[src/sv/ple_pkg.sv]
// Package with shared types and constants of the positional list engine.
`timescale 1ns / 1ps

package ple_pkg;

    localparam int PLE_DEPTH   = 16;
    localparam int DATA_W      = 32;
    localparam int POS_W       = 4;
    localparam int CNT_OUT_W   = 5;
    localparam int IN_TDATA_W  = 40;
    localparam int OUT_TDATA_W = 40;

    typedef enum logic [1:0] {
        OP_INSERT = 2'd0,
        OP_READ   = 2'd1,
        OP_DELETE = 2'd2,
        OP_NONE   = 2'd3
    } t_opcode;

    typedef enum logic [1:0] {
        ST_OK      = 2'd0,
        ST_INVALID = 2'd1,
        ST_EMPTY   = 2'd2,
        ST_FULL    = 2'd3
    } t_status;

    typedef enum logic [2:0] {
        S_IDLE,
        S_INS_RD,
        S_INS_WR,
        S_INS_TOP,
        S_DEL_RD,
        S_DEL_WR,
        S_RD_WAIT,
        S_FINISH
    } t_state;

endpackage

[src/sv/ple_mem.sv]
// Entry store of the list: one write port and one registered read port.
`timescale 1ns / 1ps

module ple_mem #(
    parameter int DEPTH  = ple_pkg::PLE_DEPTH,
    parameter int ADDR_W = $clog2(DEPTH)
) (
    input  logic                       i_clk,
    input  logic                       i_we,
    input  logic [ADDR_W-1:0]          i_waddr,
    input  logic [ple_pkg::DATA_W-1:0] i_wdata,
    input  logic [ADDR_W-1:0]          i_raddr,
    output logic [ple_pkg::DATA_W-1:0] o_rdata
);
    import ple_pkg::*;

    logic [DATA_W-1:0] r_mem [DEPTH];
    logic [DATA_W-1:0] r_rdata;

    always_ff @(posedge i_clk) begin
        if (i_we) begin
            r_mem[i_waddr] <= i_wdata;
        end
        r_rdata <= r_mem[i_raddr];
    end

    assign o_rdata = r_rdata;

endmodule

[src/sv/positional_list_engine.sv]
// Top level of the positional list engine: sequencer, index unit and result register.
`timescale 1ns / 1ps

// Ordered list of signed 32-bit words with insert at front, read and delete at
// a position. One item enters on the s_axis group and one result leaves on the
// m_axis group for every item.
// Only one item is in work at a time: s_axis_tready is high while the
// sequencer is idle. Entries are moved one at a time through the one write
// port and one read port of the entry store, a read state and then a write
// state per moved entry, with one shared index incrementer/decrementer
// stepping the position. A read passes through a wait state; an insert moves
// each entry one place back, then writes the new word at the front; a delete
// pulls each following entry forward; a rejected operation goes straight to finish.
// The next item is taken in the cycle after the result is loaded into the
// output register, so a result may wait there while the next item runs.
// A synchronous active-low reset empties the list and drops m_axis_tvalid;
// stored words are not cleared and are never read before being written.
// When the receiver stalls, the result holds in the output register and a
// following item completes its work, then waits until that register frees up.

module positional_list_engine #(
    parameter int DEPTH = ple_pkg::PLE_DEPTH
) (
    input  logic                            i_clk,
    input  logic                            i_rst_n,
    input  logic                            s_axis_tvalid,
    output logic                            s_axis_tready,
    // [1:0] opcode, [33:2] value, [37:34] position, [39:38] zero
    input  logic [ple_pkg::IN_TDATA_W-1:0]  s_axis_tdata,
    output logic                            m_axis_tvalid,
    input  logic                            m_axis_tready,
    // [1:0] status, [33:2] read_value, [38:34] entry_count, [39] zero
    output logic [ple_pkg::OUT_TDATA_W-1:0] m_axis_tdata
);
    import ple_pkg::*;

    localparam int AW   = (DEPTH > 1) ? $clog2(DEPTH) : 1;
    localparam int CW   = $clog2(DEPTH + 1);
    localparam int CMPW = (CW > POS_W) ? CW : POS_W;

    t_state            r_state, n_state;
    logic [CW-1:0]     r_count, n_count;
    logic [AW-1:0]     r_idx, n_idx;
    logic [DATA_W-1:0] r_val, n_val;
    t_status           r_status, n_status;
    logic [DATA_W-1:0] r_rdval, n_rdval;
    logic              r_ovalid, n_ovalid;
    logic [OUT_TDATA_W-1:0] r_odata, n_odata;

    logic              mem_we;
    logic [AW-1:0]     mem_waddr;
    logic [DATA_W-1:0] mem_wdata;
    logic [AW-1:0]     mem_raddr;
    logic [DATA_W-1:0] mem_rdata;

    t_opcode           in_op;
    logic [DATA_W-1:0] in_val;
    logic [POS_W-1:0]  in_pos;
    logic              pos_bad;
    logic [AW-1:0]     idx_step;
    logic              idx_dec;
    logic              out_free;

    assign in_op  = t_opcode'(s_axis_tdata[1:0]);
    assign in_val = s_axis_tdata[DATA_W+1:2];
    assign in_pos = s_axis_tdata[DATA_W+POS_W+1:DATA_W+2];

    assign pos_bad  = CMPW'(in_pos) >= CMPW'(r_count);
    assign out_free = !r_ovalid || m_axis_tready;

    // The one shared index unit: step the working index up or down by one.
    assign idx_step = idx_dec ? (r_idx - AW'(1)) : (r_idx + AW'(1));

    ple_mem #(
        .DEPTH  (DEPTH),
        .ADDR_W (AW)
    ) u_mem (
        .i_clk   (i_clk),
        .i_we    (mem_we),
        .i_waddr (mem_waddr),
        .i_wdata (mem_wdata),
        .i_raddr (mem_raddr),
        .o_rdata (mem_rdata)
    );

    always_ff @(posedge i_clk) begin
        if (!i_rst_n) begin
            r_state  <= S_IDLE;
            r_count  <= '0;
            r_ovalid <= 1'b0;
        end else begin
            r_state  <= n_state;
            r_count  <= n_count;
            r_ovalid <= n_ovalid;
        end
    end

    always_ff @(posedge i_clk) begin
        r_idx    <= n_idx;
        r_val    <= n_val;
        r_status <= n_status;
        r_rdval  <= n_rdval;
        r_odata  <= n_odata;
    end

    always_comb begin
        n_state   = r_state;
        n_count   = r_count;
        n_idx     = r_idx;
        n_val     = r_val;
        n_status  = r_status;
        n_rdval   = r_rdval;
        n_ovalid  = r_ovalid;
        n_odata   = r_odata;
        mem_we    = 1'b0;
        mem_waddr = r_idx;
        mem_wdata = mem_rdata;
        mem_raddr = r_idx;
        idx_dec   = 1'b0;

        if (r_ovalid && m_axis_tready) begin
            n_ovalid = 1'b0;
        end

        unique case (r_state)
            S_IDLE: begin
                n_status = ST_OK;
                n_rdval  = '0;
                n_val    = in_val;
                mem_raddr = AW'(in_pos);
                if (s_axis_tvalid) begin
                    n_state = S_FINISH;
                    unique case (in_op)
                        OP_INSERT: begin
                            if (r_count >= CW'(DEPTH)) begin
                                n_status = ST_FULL;
                            end else if (r_count == '0) begin
                                mem_we    = 1'b1;
                                mem_waddr = '0;
                                mem_wdata = in_val;
                                n_count   = r_count + CW'(1);
                            end else begin
                                // The working index is the destination of the last entry.
                                n_idx   = AW'(r_count);
                                n_state = S_INS_RD;
                            end
                        end
                        OP_READ: begin
                            if (pos_bad) begin
                                n_status = ST_INVALID;
                                n_rdval  = '1;
                            end else begin
                                n_state = S_RD_WAIT;
                            end
                        end
                        OP_DELETE: begin
                            if (r_count == '0) begin
                                n_status = ST_EMPTY;
                            end else if (pos_bad) begin
                                n_status = ST_INVALID;
                            end else if (CW'(in_pos) == r_count - CW'(1)) begin
                                // Deleting the last entry moves nothing.
                                n_count = r_count - CW'(1);
                            end else begin
                                n_idx   = AW'(in_pos);
                                n_state = S_DEL_RD;
                            end
                        end
                        OP_NONE: begin
                            n_status = ST_OK;
                        end
                        default: begin
                            n_status = ST_OK;
                        end
                    endcase
                end
            end
            S_INS_RD: begin
                idx_dec   = 1'b1;
                mem_raddr = idx_step;
                n_state   = S_INS_WR;
            end
            S_INS_WR: begin
                // Move the entry one place toward the back, walking to the front.
                mem_we    = 1'b1;
                mem_waddr = r_idx;
                idx_dec   = 1'b1;
                if (r_idx == AW'(1)) begin
                    n_state = S_INS_TOP;
                end else begin
                    n_idx   = idx_step;
                    n_state = S_INS_RD;
                end
            end
            S_INS_TOP: begin
                mem_we    = 1'b1;
                mem_waddr = '0;
                mem_wdata = r_val;
                n_count   = r_count + CW'(1);
                n_state   = S_FINISH;
            end
            S_DEL_RD: begin
                mem_raddr = idx_step;
                n_state   = S_DEL_WR;
            end
            S_DEL_WR: begin
                // Pull the following entry forward into the gap.
                mem_we    = 1'b1;
                mem_waddr = r_idx;
                n_idx     = idx_step;
                if (CW'(r_idx) + CW'(2) == r_count) begin
                    n_count = r_count - CW'(1);
                    n_state = S_FINISH;
                end else begin
                    n_state = S_DEL_RD;
                end
            end
            S_RD_WAIT: begin
                n_rdval = mem_rdata;
                n_state = S_FINISH;
            end
            S_FINISH: begin
                if (out_free) begin
                    n_ovalid = 1'b1;
                    n_odata  = {1'b0, CNT_OUT_W'(r_count), r_rdval, r_status};
                    n_state  = S_IDLE;
                end
            end
            default: begin
                n_state = S_IDLE;
            end
        endcase
    end

    assign s_axis_tready = (r_state == S_IDLE);
    assign m_axis_tvalid = r_ovalid;
    assign m_axis_tdata  = r_odata;

endmodule

[config.mk]
export PLATFORM = sky130hd
export DESIGN_NAME = positional_list_engine
export DESIGN_NICKNAME = d
export VERILOG_FILES = /design/src/sv/ple_pkg.sv /design/src/sv/ple_mem.sv /design/src/sv/positional_list_engine.sv
export SDC_FILE = /design/constraint.sdc
export NUM_CORES = 1
export LEC_CHECK = 0
export BUFFER_PORTS_ARGS = -buffer_cell sky130_fd_sc_hd__clkbuf_2
export CORE_MARGIN = 2
export CORE_UTILIZATION = 40
export DETAILED_ROUTE_END_ITERATION = 8
export PLACE_DENSITY_LB_ADDON = 0.25
export SETUP_SLACK_MARGIN = 0.2
export SLEW_MARGIN = 40
export SYNTH_ARGS = -nofsm -noshare
export SYNTH_HDL_FRONTEND = slang
export SYNTH_SLANG_ARGS = --single-unit
[constraint.sdc]
create_clock -name i_clk -period 5.15 [get_ports i_clk]
set_input_delay 0.515 -clock i_clk [delete_from_list [all_inputs] [get_ports i_clk]]
set_output_delay 0.515 -clock i_clk [all_outputs]
set_load 0.02 [all_outputs]
# [Word level (Yosys, flattened, before mapping)]
# Memories as Yosys holds them, arrays and structs flattened. A register that Yosys moved wholly into a read port is not among the register bits.
# Cells that the tools add are included.
[word_totals] reg_bits=118 ram_bits=512 inputBits=44 output_inout_bits=42 elab_cells=119 memories=1
[classes] n_addsub=5 order_cmp=2 eq_ne=25 muxes=61 n_reduce_logical=17
[memory_table] memory="u_mem.r_mem" depth=16 width=32 rd=1 rd_ports_with_merged_regs=1 wr=1 line="ple_mem.sv:17" source="logic [DATA_W-1:0] r_mem [DEPTH];"
[ops] op="32-bit 2-to-1 mux" count=7
[ops] op="32-bit one-hot mux with 2 select lines" count=2
[ops] op="4-bit 2-to-1 mux" count=12
[ops] op="5-bit 2-to-1 mux" count=7
[ops] op="4-bit one-hot mux with 2 select lines" count=3
[ops] op="3-bit inequality test, second input constant" count=7
[ops] op="3-bit one-hot mux with 7 select lines" count=1
[ops] op="9-bit AND reduction" count=2
[ops] op="5-bit one-hot mux with 3 select lines" count=1
[ops] op="2-bit 2-to-1 mux" count=7
[ops] op="3-bit equality test, second input constant" count=4
[ops] op="1-bit 2-to-1 mux" count=12
[ops] op="3-bit 2-to-1 mux" count=4
[ops] op="4-bit one-hot mux with 3 select lines" count=1
[ops] op="5-bit one-hot mux with 2 select lines" count=1
[ops] op="3-bit one-hot mux with 3 select lines" count=1
[ops] op="2-bit inequality test, second input constant" count=4
[ops] op="2-bit one-hot mux with 4 select lines" count=1
[ops] op="3-bit by 2-bit equality test with 1-bit output, second input constant" count=2
[ops] op="3-bit nonzero test" count=2
[ops] op="2-bit OR reduction" count=3
[ops] op="4-bit by 2-bit adder with 5-bit output, second input constant" count=1
[ops] op="5-bit by 1-bit adder with 5-bit output, second input constant" count=1
[ops] op="4-bit by 5-bit equality test with 1-bit output" count=1
[ops] op="other kinds (21)" count=23

# [Depth between registers and ports, before layout]
# Gate-level depths: netlist (run 1).
[depth] depth_word=8 depth_mapped=11 ltp_nobuf=8

# [By module]
# A second synthesis (run 1) with hierarchy kept.
[unflattened] hier_cells=1308 area_unflattened_um2=25479.4
[modules_own_cells] mod="ple_mem" instances=1 cells_per_inst=838 area_per_inst_um2=19835.3 seq_area_each_um2=16015.4
[modules_own_cells] mod="positional_list_engine" instances=1 cells_per_inst=470 area_per_inst_um2=5644.2 seq_area_each_um2=3453.3

# [Least setup slack after synthesis (run 1)]
# No wires, ideal clock.
[synth_path] path_kind="reg-to-reg" start="register r_state[1]" end="memory u_mem.r_mem[0][0] (enable)" setup_time_ns=0.470 arrival_time_ns=3.807 required_time_ns=4.680 setup_slack_ns=0.873 path_stages_with_launch=7 n_path_buf=2 period_less_slack_ns=4.277 path_cell_list="dfxtp_1 buf_2 clkbuf_1 nor3_1 a21oi_1 or3_1 o31ai_1"
[synth_between] elab_chain_len=5 elab_cells_between_ends=9 classes_between="3 x eq/ne; 4 x mux; 2 x reduce/logical"
[synth_rtl] element="from (decl)" line="positional_list_engine.sv:41" source="t_state r_state, n_state;"
[synth_rtl] element="from (signal assigned)" line="positional_list_engine.sv:92" source="r_state <= n_state;"
[synth_rtl] element="3-bit equality test / 3-bit by 2-bit equality test with 1-bit output (equally long branches)" line="positional_list_engine.sv:125" source="unique case (r_state)"
[synth_rtl] element="3-bit OR reduction (no source line)"
[synth_rtl] element="1-bit one-hot mux with 2 select lines" line="positional_list_engine.sv:125"
[synth_rtl] element="1-bit 2-to-1 mux" line="ple_mem.sv:21" source="if (i_we) begin"
[synth_rtl] element="1-bit 2-to-1 mux (implied by the code)" line="ple_mem.sv:22" source="r_mem[i_waddr] <= i_wdata;"
[synth_rtl] element="to (decl)" line="ple_mem.sv:17"
# Several ways; a longest one is shown, not always the timed one.

# [Worst setup path in the final report (run 1)]
[layout_path] start="register r_idx[1]" end="register u_mem.r_rdata[27] (netlist: u_mem.o_rdata[27]), read port of u_mem.r_mem"
[layout_between] elab_chain_len=3 elab_cells_between_ends=4 classes_between="2 x add/sub; 2 x mux"
[layout_rtl] element="from (decl)" line="positional_list_engine.sv:43" source="logic [AW-1:0] r_idx, n_idx;"
[layout_rtl] element="from (signal assigned)" line="positional_list_engine.sv:99" source="r_idx <= n_idx;"
[layout_rtl] element="4-bit by 1-bit adder with 4-bit output / 4-bit by 1-bit subtractor with 4-bit output (equally long branches)" line="positional_list_engine.sv:72" source="assign idx_step = idx_dec ? (r_idx - AW'(1)) : (r_idx + AW'(1));"
[layout_rtl] element="4-bit 2-to-1 mux" line="positional_list_engine.sv:72"
[layout_rtl] element="4-bit one-hot mux with 2 select lines (*)" line="positional_list_engine.sv:125"
[layout_rtl] element="to (decl)" line="ple_mem.sv:18" source="logic [DATA_W-1:0] r_rdata;"
# Mark *: on every way between the ends. The rest lies on a longest branch, timed or not.
# A chain may end at the register's enable or synchronous reset.

==> metrics.md, run 1 <==
| Metric | Value |
|---|---|
| Status | finished clean |
| Startpoint types | flip-flop |
| Final Max Tran Viols | 0 |
| CTS tree | yes |
| M2 GR Usage | 33.8% |
| Post-Syn Area | 26800 um2 |
| Critical path arrival | 4300 ps |
| Starting Density | 40.6% |
| Die area | 69200 um2 |
| Die width | 263 um |
| Layout Skew | 14.2 ps |
| Fillers | 5703 |
| Clk slew on worst S/H paths | 60 ps |
| Final setup fails | 0 |
| HP Class | primary input to flip-flop |
| Iteration-0 DRC Markers | 1684 |
| Mapped Cells | 1863 |
| Highest Clock Rate | 261 MHz |
| Total CTS buffers | 69 |
| Syn Area/Cell | 14.4 um2 |
| Final Cycle Share | 74.4% |
| Slew headroom | 36.7% |
| Worst-Margin Slew | 926 ps |
| Post-CTS setup buffers | 0 |
| Worst path slowest cell | and3_2 |
| Io pins | 86 |
| Layout area overhead | 14.2% |
| Clock Latency Late Sink | 600 ps |
| Nets | 1957 |
| Worst Path Buf+Inv | 2 |
| Clk buf depth | 3 |
| Final min period | 3830 ps |
| Core Box Area | 66100 um2 |
| Syn Nets | 1923 |
| Pwr/cell area | 732 nW/um2 |
| Vias in the first global route | 16.4k |
| CTS resizes | 0 |
| Global placement routability congestion | 0.815 |
| Share of layout cells above drive strength 1 | 14.1% |
| Yosys reg bits | 662 |
| Sequential share of the synthesized area | 72.5% |
| WL/cell | 25.4 um |
| Routed WL | 71700 um |
| Port Buffers | 82 |
| CTS sink cnt | 662 |
| Largest net degree at the start of global routing | 119 |
| GR met1 Demand/Resource | 28.0% |
| Hold Violations, Final | 0 |
| First-pass GRT wire length | 107000 um |
| Root Driver | clkbuf_16 |
| EDFF count, synth | 621 |
| Row count | 94 |
| Asr flop ratio synth | 0% |
| Crit-path cells | inv_1 > ha_1 > a21bo_2 > and4bb_1 > o32ai_1 > and3_2 > buf_4 > a2111oi_0 > a2111o_1 |
| Worst path required time | 5620 ps |
| Antenna violation net count after detailed routing | 0 |
| N_diodes | 0 |
| Core Util, Final | 46.4% |
| Remaining Overflow, GRT | 0 |
| Vias per cell | 5.97 |
| Vias post-DR | 16.8k |
| Top FF cell, synth | edfxtp_1 |
| Design Power | 22.4 mW |
| Initial antenna violation count | 2 |
| Worst path max stage delay | 730 ps |
| RSZ-0062 raised after global routing | no |
| Critical path class | flip-flop to flip-flop |
| Max cap viols | 0 |
| Static Leakage | 10.7 nW |
| Post-synth cell types | 69 |
| Global Route Usage Sum | 20.4% |
| Largest delay share family, worst path | compound AO/OA/AOI/OAI gates |
| H-tree depth | 3 |
| Crit path max fanout | 33 |
| Met3 GRT Util | 3.28% |
| Drt drc | 0 |
| Final TNS setup | 0 ps |
| Yosys Warn Count | 0 |
| CTS Hold Bufs | 0 |
| Drt first pass iters | 8 |
| Die span in y | 263 um |
| Crit end category | flip-flop |
| DP Wirelength | 36100 um |
| Worst vdd ir | 0.602 mV |
| Hold_ws | 103 ps |
| GR peak layer | met2 |
## Yosys cell counts (5+ instances only)
cell	n	area, um2
dfxtp_1	41	821
buf_6	6	67.6
edfxtp_1	621	18600
a2111o_1	31	349
mux2i_1	14	140
and3_1	96	601
a21oi_1	167	836
and2_1	5	31.3
ha_1	16	200
a221oi_1	124	1090
o21ai_0	13	65.1
a21o_1	33	248
clkbuf_1	118	443
buf_4	12	90.1
a2111oi_0	98	858
xnor2_1	10	87.6
a22oi_1	32	240
a211oi_1	5	37.5
xor2_1	6	52.6
nand2_1	247	927
buf_2	23	115
inv_1	15	56.3
nand3_1	12	60.1
nor3_1	13	65.1
nor2_1	27	101
## flip-flops by register name, indices dropped and copies added, names as in the netlist
name           cells
r_val             32
r_count            5
u_mem.o_rdata     32
m_axis_tdata      39
r_rdval           32
u_mem.r_mem      512
m_axis_tvalid      1
r_status           2
r_state            3
r_idx              4
## stage by stage
step	setup WS [ps]	std cells	instance area (um2)
final	1320	2818	30700
after global routing	1070	2818	30700
after CTS	1310	2818	30700
after detailed placement	1350	2690	28300
after global placement	1370	2687	28200
after floorplan	873	1863	26800
## logic make-up (layout without fill, tap and decap cells)
logic type | Yosys count | in the layout | share of synthesized area [%]
buf+inv | 179 | 270 | 2.95
simple gates | 434 | 434 | 7.63
compound gates | 539 | 539 | 15.0
xor+xnor | 17 | 17 | 0.611
flops | 662 | 662 | 72.5
other cells | 1 | 1 | 0.0140
mux | 14 | 14 | 0.522
fa+ha+maj | 17 | 17 | 0.783
## layout make-up
type	instances	area (um2)	area share, %
Timing Repair Buffer	126	901	2.94
Tap cell	864	1080	3.53
Clock buffer	96	1970	6.43
Sequential cell	662	19500	63.5
Inverter	16	60.1	0.196
Multi-Input combinational cell	1022	6810	22.2
Clock inverter	32	363	1.18
## power breakdown
part	internal [mW]	switching, mW
registers	7.73	0.485
clock network	3.04	2.06
logic	2.72	6.39
## placed cells by master (no fill, tap or decap), drive strengths merged, types with 3 or more instances in the layout
cell	n
a2111o	31
a2111oi	98
a211oi	5
a21boi	4
a21o	33
a21oi	167
a221oi	124
a22oi	32
a31oi	3
and2	5
and3	96
buf	44
bufinv	7
clkbuf	178
clkinv	21
dfxtp	41
edfxtp	621
ha	16
inv	19
mux2i	14
nand2	248
nand3	13
nand4	4
nor2	29
nor2b	3
nor3	15
nor4	3
o211ai	4
o21a	3
o21ai	16
o31a	4
or3	4
xnor2	10
xor2	6
## worst paths after layout
path                    from                 to  slack, ps  cells after the start
min reg2reg      r_rdval[26]   m_axis_tdata[28]        420                      0
max                 r_idx[1]  u_mem.o_rdata[27]       1320                      9
max reg2reg         r_idx[1]  u_mem.o_rdata[27]       1320                      9
min          s_axis_tdata[6]           r_val[4]        100                      1
## routing by layer
layer	vias to the layer above	routed length [um]	share of wire, %
li1	7509	-	-
met4	4	1170	1.6
met5	-	27	0.038
met1	8538	30400	42
met2	701	34600	48
met3	75	5420	7.6
(Power assumes the default switching activity.)
==> run 2, diff against run 1 <==
- clock period: 5.15 -> 3.35 ns (I/O delays scaled with it)
==> metrics.md, run 2 (synthesis results as in run 1) <==
| Metric | Value |
|---|---|
| Port Buffers | 82 (unchanged) |
| Global Route Usage Sum | 21.5% (+1.2 points) |
| Pint | 21.8 mW (+62%) |
| DP Area | 29200 um2 (+3.0%) |
| Critical path class | flip-flop to flip-flop |
| PnR worst setup slack | 343 ps (-977 ps) |
| Die span in y | 263 um (unchanged) |
| Layout area overhead | 18.4% |
| Worst path slowest cell | dfxtp_1 |
| Clk slew on worst S/H paths | 60 ps (about the same) |
| Critical R2R Launch | r_state[1] |
| CTS sink cnt | 662 (unchanged) |
| N_diodes | 0 (unchanged) |
| Share of layout cells above drive strength 1 | 16.3% (+2.2 points) |
| Vias in the first global route | 17.3k (+5.5%) |
| Drt drc | 0 (unchanged) |
| Pre-CTS setup slack | 278 ps (-1070 ps) |
| Drt first pass iters | 7 (-1) |
| Crit path top cell by count | buf_12 |
| Switching power | 14.0 mW (+57%) |
| Slew headroom | 49.4% (+13 points) |
| Core Box Area | 66100 um2 (unchanged) |
| Root Driver | clkbuf_16 |
| Global placement routability congestion | 0.822 (+0.86%) |
| Worst Path Buf+Inv | 3 (+1) |
| Routed WL | 74700 um (+4.3%) |
| Initial antenna violation count | 1 (-1) |
| Vias per cell | 6.03 (+0.90%) |
| Die area | 69200 um2 (unchanged) |
| Seq. cell area | 19500 um2 (about the same) |
| Iteration-0 DRC Markers | 1803 (+7.1%) |
| Layout Skew | 17.2 ps (+3.03 ps) |
| First-pass GRT wire length | 112000 um (+5.1%) |
| Remaining Overflow, GRT | 0 (unchanged) |
| Max reg flops | 512 (unchanged) |
| Starting Density | 40.6% (unchanged) |
| Total CTS buffers | 68 (-1.4%) |
| Post-route insts no fill | 2904 (+3.1%) |
| Design Power | 35.8 mW (+60%) |
| Fillers | 5594 (-1.9%) |
| Startpoint types | flip-flop |
| HP Class | primary input to flip-flop |
| Final Cycle Share | 89.8% (+15 points) |
| Multi-input gate area | 6840 um2 (+0.55%) |
| Final min period | 3010 ps (-823 ps) |
| Worst path max stage delay | 640 ps (-90 ps) |
| Final Max Tran Viols | 0 (unchanged) |
| Logic pwr share | 43.5% (+2.9 points) |
| Crit-path cells | buf_4 > nor2_2 > o21a_1 > nor3_4 > buf_12 > buf_12 > nand2_1 > a2111oi_0 > a2111o_1 |
| RSZ-0062 raised after global routing | no |
| Pwr/cell area | 1130 nW/um2 (+54%) |
| Io pins | 86 (unchanged) |
| Nets | 2049 (+4.7%) |
| Clock Power Share | 21.5% (-1.2 points) |
| Sw frac | 39.1% (-0.71 points) |
| Biggest register | u_mem.r_mem |
| H-tree depth | 3 (unchanged) |
| Commonest cells after routing, fill and taps aside | edfxtp_1 (621), nand2_1 (238), a21oi_1 (167) |
| Worst-Margin Slew | 759 ps (-167 ps) |
| WL/cell | 25.7 um (+1.2%) |
| Cells after DPL | 2750 (+2.2%) |
| Static Leakage | 11.2 nW (+4.7%) |
| Largest net degree at the start of global routing | 94 (-21%) |
| Highest Clock Rate | 333 MHz (+27%) |
| Final TNS setup | 0 ps (unchanged) |
| Commonest non-fill, non-tap cell in the layout | edfxtp_1 |
| Critical path arrival | 3550 ps (-750 ps) |
| Crit end category | flip-flop |
| Worst Setup SP | r_state[1] |
| Antenna violation net count after detailed routing | 0 (unchanged) |
| Clk buf depth | 3 (unchanged) |
| DP Wirelength | 40200 um (+11%) |
| Row count | 94 (unchanged) |
| Hold_sp | m_axis_tready |
| Crit path max fanout | 60 (+82%) |
| Largest delay share family, worst path | compound AO/OA/AOI/OAI gates |
| Die width | 263 um (unchanged) |
| Final setup fails | 0 (unchanged) |
| Vias post-DR | 17.5k (+4.0%) |
| CTS tree | yes |
| Worst path required time | 3890 ps (-1730 ps) |
| Finished Cell Area | 31800 um2 (+3.7%) |
| Clock Latency Late Sink | 610 ps (about the same) |
| Worst vdd ir | 0.734 mV (+22%) |
| Status | finished clean |
| Max cap viols | 0 (unchanged) |
| Hold Violations, Final | 0 (unchanged) |
| Seq pwr share | 35.0% (-1.6 points) |
run 2: cell count changes in the layout (fill, tap and decap cells not counted), moves of 3 or more:
cell / change
nand2_1: -8
buf_12: +34
clkinv_1: +5
nand2_2: +8
clkbuf_8: -6
dlygate4sd3_1: +32
inv_6: -3
nor3_4: +3
nor3_2: -3
buf_4: +29
clkinvlp_4: +4
run 2: cell type report:
class	instances	area share (%)
clock buffer	87	5.84
timing repair buffer	219	6.52
inverter	16	0.201
tap	864	3.40
sequential	662	61.3
clock inverter	34	1.24
multi-input combinational	1022	21.5
run 2: metrics by stage:
step / hold WS (ps) / util (%)
2_1_floorplan: 400 / -
3_5_place_dp: 405 / 44.1
3_3_place_gp: 402 / 44.1
5_1_grt: 131 / 48.1
6_report: 94.1 / 48.1
4_1_cts: 59.5 / 48.0
run 2: path summary, 6_finish.rpt:
check,to,depth (start not counted),slack [ps]
setup / recovery,u_mem.o_rdata[28],9,340
hold / removal,m_axis_tvalid,3,90
setup reg to reg,u_mem.o_rdata[28],9,340
hold reg to reg,m_axis_tdata[17],0,420
run 2: metal layers:
layer	part of all wire [%]	global-route usage (%)
met2	47	34.1
met4	2.7	7.69
met5	0	0
met3	7.7	3.40
met1	43	30.2
run 2: power by group through the flow:
stage          clock network (mW)  registers, mW  logic (mW)
2_1_floorplan                   0           12.3        9.64
3_3_place_gp                    0           12.6        15.1
3_5_place_dp                    0           12.7        15.4
4_1_cts                      7.83           12.5        15.5
5_1_grt                      8.16           12.6        16.9
6_report                     7.70           12.5        15.6
run 2: worst register-to-register path, stage by stage, from the launching register on:
cell and delay (ps):
dfxtp_1 640, buf_4 240, nor2_2 110, o21a_1 250, nor3_4 230, buf_12 350, buf_12 290, nand2_1 90
a2111oi_0 550, a2111o_1 190
run 2: timing repair:
action | in CTS | in global routing
resized for setup | 0 | 15
setup buffers | 0 | 1
setup endpoints to repair | 0 | 167
hold endpoints to repair | 32 | 0
hold buffers | 32 | 0
==> run 3, diff against run 2 <==
- CORE_UTILIZATION: 40 -> 56
==> metrics.md, run 3 (synthesis results as in run 1) <==
| Metric | Value |
|---|---|
| Core Box Area | 47500 um2 (-28%) |
| Port Buffers | 82 (unchanged) |
| Highest Clock Rate | 335 MHz (+0.76%) |
| Final min period | 2980 ps (-22.7 ps) |
| Final setup fails | 0 (unchanged) |
| Worst path required time | 3890 ps (about the same) |
| Layout Skew | 18.2 ps (+0.993 ps) |
| Max reg flops | 512 (unchanged) |
| Crit path max fanout | 75 (+25%) |
| Largest net degree at the start of global routing | 94 (unchanged) |
| Worst vdd ir | 0.846 mV (+15%) |
| Vias post-DR | 17.9k (+2.4%) |
| Root Driver | clkbuf_16 |
| Iteration-0 DRC Markers | 2280 (+26%) |
| Nets | 2045 (-0.20%) |
| Share of layout cells above drive strength 1 | 15.5% (-0.86 points) |
| Row count | 80 (-15%) |
| Vias in the first global route | 17.5k (+0.74%) |
| Routed WL | 72300 um (-3.2%) |
| HP Class | primary input to flip-flop |
| DP Wirelength | 37800 um (-6.0%) |
| Finished Cell Area | 31200 um2 (-1.7%) |
| Pwr/cell area | 1130 nW/um2 (about the same) |
| Io pins | 86 (unchanged) |
| Critical path class | flip-flop to flip-flop |
| WL/cell | 27.3 um (+6.0%) |
| Vias per cell | 6.75 (+12%) |
| Hold_sp | m_axis_tready |
| Final Max Tran Viols | 0 (unchanged) |
| Remaining Overflow, GRT | 0 (unchanged) |
| First-pass GRT wire length | 108000 um (-4.4%) |
| Status | finished clean |
| CTS sink cnt | 662 (unchanged) |
| Startpoint types | flip-flop |
| Post-CTS setup buffers | 0 (unchanged) |
| Drt first pass iters | 7 (unchanged) |
| DP Area | 28800 um2 (-1.1%) |
| Layout area overhead | 16.4% |
| Clk slew on worst S/H paths | 60 ps (about the same) |
| CTS tree | yes |
| Final Cycle Share | 89.1% (-0.68 points) |
| RSZ-0062 raised after global routing | no |
| Critical R2R Launch | r_state[1] |
| N_diodes | 0 (unchanged) |
| Fillers | 3239 (-42%) |
| Total CTS buffers | 67 (-1.5%) |
| Commonest non-fill, non-tap cell in the layout | edfxtp_1 |
| Critical path arrival | 3530 ps (-20 ps) |
| Starting Density | 56.5% (+16 points) |
| Antenna violation net count after detailed routing | 0 (unchanged) |
| H-tree depth | 3 (unchanged) |
| Static Leakage | 11.1 nW (-0.89%) |
| Worst Setup SP | r_state[1] |
| Biggest register | u_mem.r_mem |
| Die span in y | 223 um (-15%) |
| Commonest cells after routing, fill and taps aside | edfxtp_1 (621), nand2_1 (244), a21oi_1 (167) |
| Initial antenna violation count | 3 (+2) |
| Max cap viols | 0 (unchanged) |
| Clk buf depth | 3 (unchanged) |
| Die width | 223 um (-15%) |
| Final TNS setup | 0 ps (unchanged) |
| Die area | 49700 um2 (-28%) |
| Drt drc | 0 (unchanged) |
| Crit end category | flip-flop |
| Clock Latency Late Sink | 600 ps (about the same) |
| Worst-Margin Slew | 714 ps (-45.1 ps) |
| Hold Violations, Final | 0 (unchanged) |
| Global placement routability congestion | 0.813 (-1.2%) |
| Slew headroom | 52.2% (+2.8 points) |
| Global Route Usage Sum | 29.0% (+7.5 points) |
==> run 3: final timing paths <==
| kind | to | slack, ps | cells past startpoint |
|---|---|---|---|
| max | u_mem.o_rdata[21] | 370 | 7 |
| min | m_axis_tvalid | 110 | 3 |
| max reg2reg | u_mem.o_rdata[21] | 370 | 7 |
| min reg2reg | m_axis_tdata[17] | 410 | 0 |
==> run 3: timing repair <==
item | CTS | global route
hold buffers | 32 | 0
setup endpoints to repair | 4 | 52
endpoints found under the hold margin | 32 | 0
resized for setup | 2 | 5
==> run 3: per-layer routing <==
layer | up-vias | GRT usage (%) | part of all wire (%)
li1 | 7691 | - | -
met1 | 8989 | 39.9 | 40
met2 | 1051 | 45.8 | 47
met3 | 173 | 6.77 | 10
met4 | 8 | 10.4 | 2.8
met5 | - | 0 | 0.083
==> run 3: power by group <==
| group | leakage (nW) | switching, mW | internal [mW] | total [mW] |
|---|---|---|---|---|
| registers | 6.03 | 0.671 | 11.9 | 12.5 |
| logic | 4.03 | 10.3 | 5.29 | 15.6 |
| clock network | 1.01 | 3.05 | 4.07 | 7.13 |
| total | 11.1 | 14.0 | 21.2 | 35.2 |
==> run 3: cell type report <==
| class | instances | area (um2) | area share, % |
|---|---|---|---|
| clock buffers | 95 | 1830 | 5.87 |
| clock inverters | 26 | 235 | 0.753 |
| inverters | 16 | 63.8 | 0.204 |
| multi-input cells | 1022 | 6810 | 21.8 |
| flip-flops and latches | 662 | 19500 | 62.3 |
| well taps | 615 | 769 | 2.46 |
| repair buffers | 216 | 2050 | 6.56 |
==> run 3: critical path, cell delays in order, from the launching register on <==
cell,delay (ps)
dfxtp_1,660
nor3_1,200
o21a_1,290
nor3_4,460
buf_12,400
nand2_1,140
a2111oi_0,560
a2111o_1,170
==> run 3: through the flow <==
step / power, mW / utilization [%] / instances / setup slack [ps] / hold WS, ps
final: 35.2 / 65.7 / 2652 / 366 / 108
after global routing: 36.8 / 65.7 / 2652 / 210 / 157
after CTS: 35.1 / 65.7 / 2652 / 241 / 80.6
after detailed placement: 27.8 / 60.6 / 2499 / 194 / 405
after global placement: 27.4 / 60.6 / 2499 / 280 / 401
after floorplan: 21.9 / - / 1863 / 82.6 / 400
